<file path="config.mk">
export PLATFORM = sky130hd
export DESIGN_NAME = cache_hit_miss_simulator_top
export DESIGN_NICKNAME = d
export VERILOG_FILES = /design/src/sv/chms_pkg.sv /design/src/sv/chms_addr_split.sv /design/src/sv/cache_hit_miss_simulator_top.sv
export SDC_FILE = /design/constraint.sdc
export NUM_CORES = 2
export LEC_CHECK = 0
export BUFFER_PORTS_ARGS = -buffer_cell sky130_fd_sc_hd__buf_4
export CORE_UTILIZATION = 57
export CTS_CLUSTER_SIZE = 14
export DETAILED_ROUTE_END_ITERATION = 7
export PLACE_DENSITY = 0.73
export SYNTH_ARGS = -nofsm -noshare
export SYNTH_HDL_FRONTEND = slang
export SYNTH_SLANG_ARGS = --single-unit
</file>
<file path="constraint.sdc">
create_clock -name clk -period 7.1 [get_ports clk]
set_input_delay 0.71 -clock clk [delete_from_list [all_inputs] [get_ports clk]]
set_output_delay 0.71 -clock clk [all_outputs]
set_load 0.03 [all_outputs]
</file>
<file path="src/sv/chms_pkg.sv">
// Package for the cache hit/miss simulator.
// Holds the transaction and configuration types and fixed codes.
// Used by chms_addr_split and the top level.
package chms_pkg;

	typedef struct packed {
		logic        opcode;
		logic [31:0] address;
	} chms_req_t;

	typedef struct packed {
		logic        hit;
		logic [10:0] cycles;
		logic [31:0] hit_total;
		logic [31:0] miss_total;
	} chms_rsp_t;

	typedef struct packed {
		logic       mapping_mode;
		logic [1:0] replace_policy;
		logic [3:0] offset_bits;
		logic [2:0] index_bits;
		logic [7:0] hit_time;
		logic [9:0] lower_level_time;
	} chms_cfg_t;

	localparam logic [2:0] CFG_MAPPING_MODE     = 3'd0;
	localparam logic [2:0] CFG_REPLACE_POLICY   = 3'd1;
	localparam logic [2:0] CFG_OFFSET_BITS      = 3'd2;
	localparam logic [2:0] CFG_INDEX_BITS       = 3'd3;
	localparam logic [2:0] CFG_HIT_TIME         = 3'd4;
	localparam logic [2:0] CFG_LOWER_LEVEL_TIME = 3'd5;

	localparam logic       MODE_DIRECT = 1'b0;
	localparam logic       OP_STORE    = 1'b1;

	localparam logic [1:0] POL_LRU  = 2'd0;
	localparam logic [1:0] POL_FIFO = 2'd1;

	localparam logic [15:0] LFSR_SEED = 16'hACE1;
	localparam logic [15:0] LFSR_TAPS = 16'hB400;

endpackage

</file>
<file path="src/sv/chms_addr_split.sv">
// Address split for the cache hit/miss simulator.
// Derives the direct-mapped tag and index and the fully associative tag.
// Depends on chms_pkg.
module chms_addr_split (
	input  logic [31:0]       address,
	input  chms_pkg::chms_cfg_t cfg,
	output logic [31:0]       tag_dm,
	output logic [31:0]       tag_fa,
	output logic [6:0]        index
);
	import chms_pkg::*;

	logic [4:0] dm_shift;
	logic [6:0] index_mask;

	assign dm_shift   = 5'(cfg.offset_bits) + 5'(cfg.index_bits);
	assign index_mask = 7'((8'd1 << cfg.index_bits) - 8'd1);
	assign tag_fa     = address >> cfg.offset_bits;
	assign tag_dm     = address >> dm_shift;
	assign index      = tag_fa[6:0] & index_mask;

endmodule

</file>
<file path="src/sv/cache_hit_miss_simulator_top.sv">
// Top level of the cache hit/miss simulator.
// Sequencer, tag and rank memories, replacement state and counters.
// Depends on chms_pkg and chms_addr_split.
//
// Usage: drive req and raise start; the access is taken at a clock edge where
// start is high and busy is low. busy stays high until the result is formed.
// The result appears on rsp for exactly one cycle with done high; it cannot
// be held off. Configuration writes use cfg_valid/cfg_ready with cfg_index
// and cfg_data; cfg_ready is high while the block is idle and start is low,
// unknown indexes are dropped.
// Sequence, from acceptance to the next possible acceptance, at which the
// result is on rsp:
//   direct-mapped: the index reduction modulo LINES on a reciprocal
//   multiplier (quotient, then remainder), then a tag read and compare.
//   fully associative: a tag scan over all lines; a store miss ends there,
//   a hit or an LRU fill goes on to the rank update sweep, a FIFO fill reads
//   the victim's rank first, a pseudo-random fill reduces the LFSR value
//   modulo LINES and reads the rank first; both sweeps go one line per cycle.
// Reset clears valid bits, ranks (back to line number), FIFO pointer and
// counters and loads the LFSR seed and the default configuration at once;
// no clearing pass is needed.
module cache_hit_miss_simulator_top #(
	parameter int LINES = 64
) (
	input  logic                clk,
	input  logic                arst_n,
	input  logic                start,
	output logic                busy,
	input  chms_pkg::chms_req_t req,
	output logic                done,
	output chms_pkg::chms_rsp_t rsp,
	input  logic                cfg_valid,
	output logic                cfg_ready,
	input  logic [2:0]          cfg_index,
	input  logic [9:0]          cfg_data
);
	import chms_pkg::*;

	localparam int LW       = $clog2(LINES);
	localparam int CW       = LW + 1;
	localparam int RECIP_SH = 16 + LW;
	localparam longint unsigned RECIP_FULL =
		((64'd1 << RECIP_SH) + 64'(LINES) - 64'd1) / 64'(LINES);
	localparam logic [16:0] RECIP = 17'(RECIP_FULL);

	localparam logic [3:0] S_IDLE      = 4'd0;
	localparam logic [3:0] S_MOD       = 4'd1;
	localparam logic [3:0] S_DM_RD     = 4'd2;
	localparam logic [3:0] S_DM_CMP    = 4'd3;
	localparam logic [3:0] S_SCAN      = 4'd4;
	localparam logic [3:0] S_DECIDE    = 4'd5;
	localparam logic [3:0] S_RANK_RD   = 4'd6;
	localparam logic [3:0] S_RANK_WAIT = 4'd7;
	localparam logic [3:0] S_TOUCH     = 4'd8;
	localparam logic [3:0] S_DONE      = 4'd9;
	localparam logic [3:0] S_MOD_SUB   = 4'd10;

	logic [3:0]    state_q;
	chms_cfg_t     cfg_q;
	logic          op_q;
	logic [31:0]   tag_q;
	logic [15:0]   rem_q;
	logic [15:0]   quot_q;
	logic          mod_dm_q;
	logic [CW-1:0] cnt_q;
	logic [LW-1:0] line_q;
	logic [LW-1:0] old_q;
	logic [LW-1:0] lru_q;
	logic          found_q;
	logic          hit_q;
	logic [LW-1:0] fifo_q;
	logic [15:0]   lfsr_q;
	logic [31:0]   hit_cnt_q;
	logic [31:0]   miss_cnt_q;
	logic          done_q;
	chms_rsp_t     rsp_q;

	logic [LINES-1:0] valid_q;
	logic [LINES-1:0] rank_set_q;
	logic [31:0]      tag_mem [LINES];
	logic [LW-1:0]    rank_mem [LINES];

	logic [31:0]   tag_rd_s1;
	logic          valid_rd_s1;
	logic [LW-1:0] rank_rd_s1;
	logic          rank_set_rd_s1;
	logic [LW-1:0] idx_s1;
	logic          vld_s1;

	logic [31:0]      tag_dm;
	logic [31:0]      tag_fa;
	logic [6:0]       dm_index;
	logic [LW-1:0]    rd_addr;
	logic             sweep;
	logic             cnt_end;
	logic [LW-1:0]    rank_val;
	logic             tag_match;
	logic [32:0]      mod_prod;
	logic [15:0]      rem_mod;
	logic [15:0]      lfsr_next;
	logic             rank_we;
	logic [LW-1:0]    rank_wdata;
	logic             fill;
	logic             charge_lower;
	logic [31:0]      hit_cnt_next;
	logic [31:0]      miss_cnt_next;

	chms_addr_split u_addr_split (
		.address (req.address),
		.cfg     (cfg_q),
		.tag_dm  (tag_dm),
		.tag_fa  (tag_fa),
		.index   (dm_index)
	);

	assign busy      = (state_q != S_IDLE);
	assign cfg_ready = !busy && !start;
	assign done      = done_q;
	assign rsp       = rsp_q;

	assign sweep    = (state_q == S_SCAN) || (state_q == S_TOUCH);
	assign cnt_end  = (cnt_q == CW'(LINES));
	assign rd_addr  = sweep ? cnt_q[LW-1:0] : line_q;
	assign rank_val = rank_set_rd_s1 ? rank_rd_s1 : idx_s1;
	assign tag_match = valid_rd_s1 && (tag_rd_s1 == tag_q);

	assign mod_prod = 33'(rem_q) * 33'(RECIP);
	assign rem_mod  = rem_q - 16'(32'(quot_q) * 32'(LINES));

	assign lfsr_next = lfsr_q[0] ? ((lfsr_q >> 1) ^ LFSR_TAPS) : (lfsr_q >> 1);

	assign rank_we    = (state_q == S_TOUCH) && vld_s1;
	assign rank_wdata = (idx_s1 == line_q) ? LW'(LINES - 1) :
		((rank_val > old_q) ? rank_val - LW'(1) : rank_val);

	assign fill          = (state_q == S_DONE) && !hit_q && (op_q != OP_STORE);
	assign charge_lower  = (hit_q == (op_q == OP_STORE));
	assign hit_cnt_next  = hit_cnt_q + 32'(hit_q);
	assign miss_cnt_next = miss_cnt_q + 32'(!hit_q);

	always_ff @(posedge clk) begin
		tag_rd_s1  <= tag_mem[rd_addr];
		rank_rd_s1 <= rank_mem[rd_addr];
		if (fill) begin
			tag_mem[line_q] <= tag_q;
		end
		if (rank_we) begin
			rank_mem[idx_s1] <= rank_wdata;
		end
	end

	always_ff @(posedge clk or negedge arst_n) begin
		if (!arst_n) begin
			valid_q        <= '0;
			rank_set_q     <= '0;
			valid_rd_s1    <= 1'b0;
			rank_set_rd_s1 <= 1'b0;
			idx_s1         <= '0;
			vld_s1         <= 1'b0;
		end else begin
			valid_rd_s1    <= valid_q[rd_addr];
			rank_set_rd_s1 <= rank_set_q[rd_addr];
			idx_s1         <= rd_addr;
			vld_s1         <= sweep && !cnt_end;
			if (fill) begin
				valid_q[line_q] <= 1'b1;
			end
			if (rank_we) begin
				rank_set_q[idx_s1] <= 1'b1;
			end
		end
	end

	always_ff @(posedge clk or negedge arst_n) begin
		if (!arst_n) begin
			cfg_q.mapping_mode     <= 1'b0;
			cfg_q.replace_policy   <= 2'd0;
			cfg_q.offset_bits      <= 4'd2;
			cfg_q.index_bits       <= 3'd6;
			cfg_q.hit_time         <= 8'd1;
			cfg_q.lower_level_time <= 10'd10;
		end else if (cfg_valid && cfg_ready) begin
			unique case (cfg_index)
				CFG_MAPPING_MODE:     cfg_q.mapping_mode     <= cfg_data[0];
				CFG_REPLACE_POLICY:   cfg_q.replace_policy   <= cfg_data[1:0];
				CFG_OFFSET_BITS:      cfg_q.offset_bits      <= cfg_data[3:0];
				CFG_INDEX_BITS:       cfg_q.index_bits       <= cfg_data[2:0];
				CFG_HIT_TIME:         cfg_q.hit_time         <= cfg_data[7:0];
				CFG_LOWER_LEVEL_TIME: cfg_q.lower_level_time <= cfg_data;
				default: ;
			endcase
		end
	end

	always_ff @(posedge clk or negedge arst_n) begin
		if (!arst_n) begin
			state_q    <= S_IDLE;
			op_q       <= 1'b0;
			tag_q      <= '0;
			rem_q      <= '0;
			quot_q     <= '0;
			mod_dm_q   <= 1'b0;
			cnt_q      <= '0;
			line_q     <= '0;
			old_q      <= '0;
			lru_q      <= '0;
			found_q    <= 1'b0;
			hit_q      <= 1'b0;
			fifo_q     <= '0;
			lfsr_q     <= LFSR_SEED;
			hit_cnt_q  <= '0;
			miss_cnt_q <= '0;
			done_q     <= 1'b0;
			rsp_q      <= '0;
		end else begin
			done_q <= 1'b0;
			if (sweep && !cnt_end) begin
				cnt_q <= cnt_q + CW'(1);
			end
			unique case (state_q)
				S_IDLE: begin
					if (start) begin
						op_q    <= req.opcode;
						found_q <= 1'b0;
						cnt_q   <= '0;
						if (cfg_q.mapping_mode == MODE_DIRECT) begin
							tag_q    <= tag_dm;
							rem_q    <= 16'(dm_index);
							mod_dm_q <= 1'b1;
							state_q  <= S_MOD;
						end else begin
							tag_q   <= tag_fa;
							state_q <= S_SCAN;
						end
					end
				end
				S_MOD: begin
					quot_q  <= 16'(mod_prod >> RECIP_SH);
					state_q <= S_MOD_SUB;
				end
				S_MOD_SUB: begin
					line_q  <= rem_mod[LW-1:0];
					state_q <= mod_dm_q ? S_DM_RD : S_RANK_RD;
				end
				S_DM_RD: begin
					state_q <= S_DM_CMP;
				end
				S_DM_CMP: begin
					hit_q   <= tag_match;
					state_q <= S_DONE;
				end
				S_SCAN: begin
					if (vld_s1) begin
						if (tag_match && !found_q) begin
							found_q <= 1'b1;
							line_q  <= idx_s1;
							old_q   <= rank_val;
						end
						if (rank_val == '0) begin
							lru_q <= idx_s1;
						end
					end
					if (cnt_end) begin
						state_q <= S_DECIDE;
					end
				end
				S_DECIDE: begin
					hit_q <= found_q;
					cnt_q <= '0;
					if (found_q) begin
						state_q <= S_TOUCH;
					end else if (op_q == OP_STORE) begin
						state_q <= S_DONE;
					end else begin
						case (cfg_q.replace_policy)
							POL_LRU: begin
								line_q  <= lru_q;
								old_q   <= '0;
								state_q <= S_TOUCH;
							end
							POL_FIFO: begin
								line_q  <= fifo_q;
								fifo_q  <= (fifo_q == LW'(LINES - 1)) ? '0 : fifo_q + LW'(1);
								state_q <= S_RANK_RD;
							end
							default: begin
								lfsr_q   <= lfsr_next;
								rem_q    <= lfsr_next;
								mod_dm_q <= 1'b0;
								state_q  <= S_MOD;
							end
						endcase
					end
				end
				S_RANK_RD: begin
					state_q <= S_RANK_WAIT;
				end
				S_RANK_WAIT: begin
					old_q   <= rank_val;
					cnt_q   <= '0;
					state_q <= S_TOUCH;
				end
				S_TOUCH: begin
					if (cnt_end) begin
						state_q <= S_DONE;
					end
				end
				S_DONE: begin
					hit_cnt_q        <= hit_cnt_next;
					miss_cnt_q       <= miss_cnt_next;
					rsp_q.hit        <= hit_q;
					rsp_q.cycles     <= 11'(cfg_q.hit_time) +
						(charge_lower ? 11'(cfg_q.lower_level_time) : 11'd0);
					rsp_q.hit_total  <= hit_cnt_next;
					rsp_q.miss_total <= miss_cnt_next;
					done_q           <= 1'b1;
					state_q          <= S_IDLE;
				end
				default: begin
					state_q <= S_IDLE;
				end
			endcase
		end
	end

endmodule

</file>
==> metrics.txt <==
register area share after synthesis 0.7129; 1st-iter DRT viols 11690; CP Class reg2reg; sw power 26.17 mW; vias in the first global route 73120; Max Cap Violations 1; synthesized area 0.1153 mm²; Via Count 75830; remaining antenna violation count after routing 0; Avg Cell Area, Syn 13.70 µm²; Routed WL 337800 µm; clock share of power 0.230; # fillers 14240; DP Wirelength 189100 µm; Non-Filler Instances 11370; CP required 7.98 ns; CP arrival 6.25 ns; Sequential Power Share 0.350; latest clock arrival within the worst-skew pair 0.95 ns; top-area cell type share of the netlist area 0.6335; initial cell density of the core 0.5757; CP Launch Type flip-flop; Max rail drop VDD 0.0006130 V; # IOs 129; Final Instance Area 0.1285 mm²; Synth area leaders edfxtp_1 (63%), dfrtp_1 (7.0%), nand2_1 (5.4%); Setup Fix Bufs, Post-CTS 0; final clock skew 0.05513 ns; Global Route Usage Sum 0.3261; die extent in y 451.7 µm; Synth Net Count 8496; Num Clock Sinks 2805; number of buffers inserted by port buffering 128; Hold Vio Cnt, Final 0; most numerous cell in the Yosys netlist edfxtp_1; Die ar. 0.2041 mm²; initial antenna violation count 31; synthesis-stage register bit count 2805; core area 0.2003 mm²; # H-tree levels 5; Hold Crit Class in2reg; top_reg_cell synth edfxtp_1; post-layout power 63.08 mW; CTS buffer count 289; violated checks max-capacitance violations, max-slew violations; pre-CTS WS 2.000 ns; min Tclk post-route 5.371 ns; Post-synth EDFFs 2432; die width 451.7 µm; clock tree buffer depth 4; number of detailed-route iterations in the first pass 6; Setup violations, final 0; maximum clock frequency 0.1862 GHz; Comb power frac 0.421; grt ovf 0; DRC 0; Worst-Margin Slew 1.615 ns; post-CTS resize count 0; Crit Path Max Fanout 188; Mapped Cells 8418; hold path start cfg_data[4]; synth warn 0; switch share 0.4149; CTS tree done; row count 164; Critical Path End Type flip-flop; share of cells above drive strength 1 0.1332; RSZ-0062 raised after global routing no; outcome finished with violations; Worst setup startpoint state_q[0]; async set-reset flop share out of synthesis 0.1194; Worst-path clk slew 0.06 ns; Final GP Congestion 0.9068; wire per inst 29.71 µm; top cells by count, synth edfxtp_1 (2432), nand2_1 (1665), mux2i_1 (436), nand3_1 (398), dfrtp_1 (321); Pins Over Slew Limit 2; relative slew slack -0.08483; setup ws final 1.729 ns; Post-Route Utilization 0.6418; wire length of the first global-routing pass 487600 µm; Internal 36.91 mW; Vias/cell 6.670; power per cell area 490.7 mW/mm²; Hold WS 0.04891 ns; FF-to-FF Start state_q[0]; Final #Nets 8567; final worst path period share 0.7565; area leader, netlist edfxtp_1; Yosys cell types 86; leakage power 46.45 nW; Placed Instances 10850; Syn-to-layout area delta 11.49%; placed standard-cell area 0.1196 mm²; pin count of the biggest net entering global routing 189; root buffer cell clkbuf_16; TNS Setup 0 ns
[metal layers]
metal  track usage  routed length, µm  vias up
met5             0                163        -
met4        0.1524              16940       20
met3       0.08610              45280      938
met2        0.4908             152000     5278
met1        0.4462             123400    37630
li1              -                  -    31970
[critical path, stage by stage (launching register included)]
cell and delay (ns):
dfrtp_1 0.67, nor2_2 0.45, nand3_4 0.60, and2_4 0.48, inv_16 0.57, buf_12 0.37, a211oi_1 0.13, a311oi_1 0.28
a311oi_1 0.11, nor3_1 1.13, or4_1 0.30
[final timing paths]
kind	end	slack, ns	depth (start not counted)
min in group asynchronous	rsp[28]	0.31	2
min	cfg_q[4]	0.05	2
max reg2reg	tag_rd_s1[3]	1.73	10
max in group asynchronous	tag_q[5]	5.34	3
min reg2reg	valid_q[16]	0.46	1
max	tag_rd_s1[3]	1.73	10
[cell usage in the layout (no fill, tap or decap), drive strengths merged, types with 16 or more instances in the layout]
cell type,Yosys,layout
nand2,1667,1667
nor3,137,137
dfxtp,38,38
xor2,48,48
dfrtp,321,321
and3,239,239
nor4,52,52
a21oi,219,219
and2,18,18
mux2i,437,437
buf,292,355
nand4,24,24
xnor2,77,77
or4,29,29
o221ai,99,99
clkbuf,290,386
edfxtp,2432,2432
o221a,26,26
a211oi,222,222
a311oi,242,242
or2,133,133
clkinv,2,91
a211o,21,21
ha,26,26
nand3,399,399
mux2,65,65
a31oi,113,113
a22oi,16,16
inv,44,51
mux4,31,31
o22ai,54,54
o21ai,157,157
a2111oi,16,16
nor2,221,221
o211ai,16,16
[registers in the layout, indices dropped and copies added, names as in the netlist, 4 cells and up]
name,flops
tag_q,32
fifo_q,6
tag_rd_s1,32
rsp,76
rank_set_q,64
rank_mem,384
idx_s1,6
state_q,4
rank_rd_s1,6
rem_q,6
tag_mem,2048
lfsr_q,16
valid_q,64
old_q,6
cfg_q,28
lru_q,6
line_q,6
cnt_q,7
[power by group through the flow]
stage	Combinational, mW	Sequential, mW	Clock, mW
global route	27.7	22.1	15.1
detailed placement	25.6	22.3	0
global placement	25.1	22.3	0
finish	26.5	22.0	14.5
floorplan	15.6	22.7	0
CTS	25.8	22.0	14.5
[timing repair]
item | CTS | global route
hold endpoints to repair | 67 | 0
setup endpoints to repair | 0 | 0
hold buffers | 7 | 0
[layout make-up]
class	instances	area, µm²	area share
Timing Repair Buffer	362	3063	0.02383
Inverter	46	215.2	0.001674
Sequential cell	2805	82230	0.6397
Clock inverter	114	892.1	0.006940
Clock buffer	386	7949	0.06184
Tap cell	2656	3323	0.02585
Multi-Input combinational cell	4985	30830	0.2398
Antenna cell	14	35.03	0.0002726
[cell families (layout without fill, tap and decap cells)]
logic type                 after synthesis  after routing  synth area share
other                                    0             14                 0
DFF                                   2805           2805            0.7129
buffers and inverters                  628            908           0.02560
and+or+nand+nor                       2979           2979            0.1159
xor gates and xnor gates               125            125          0.009724
AOI/OAI and AO/OA                     1320           1320           0.08227
adders and majority gates               28             28          0.003169
muxes                                  533            533           0.05045
(Power assumes the default switching activity.)
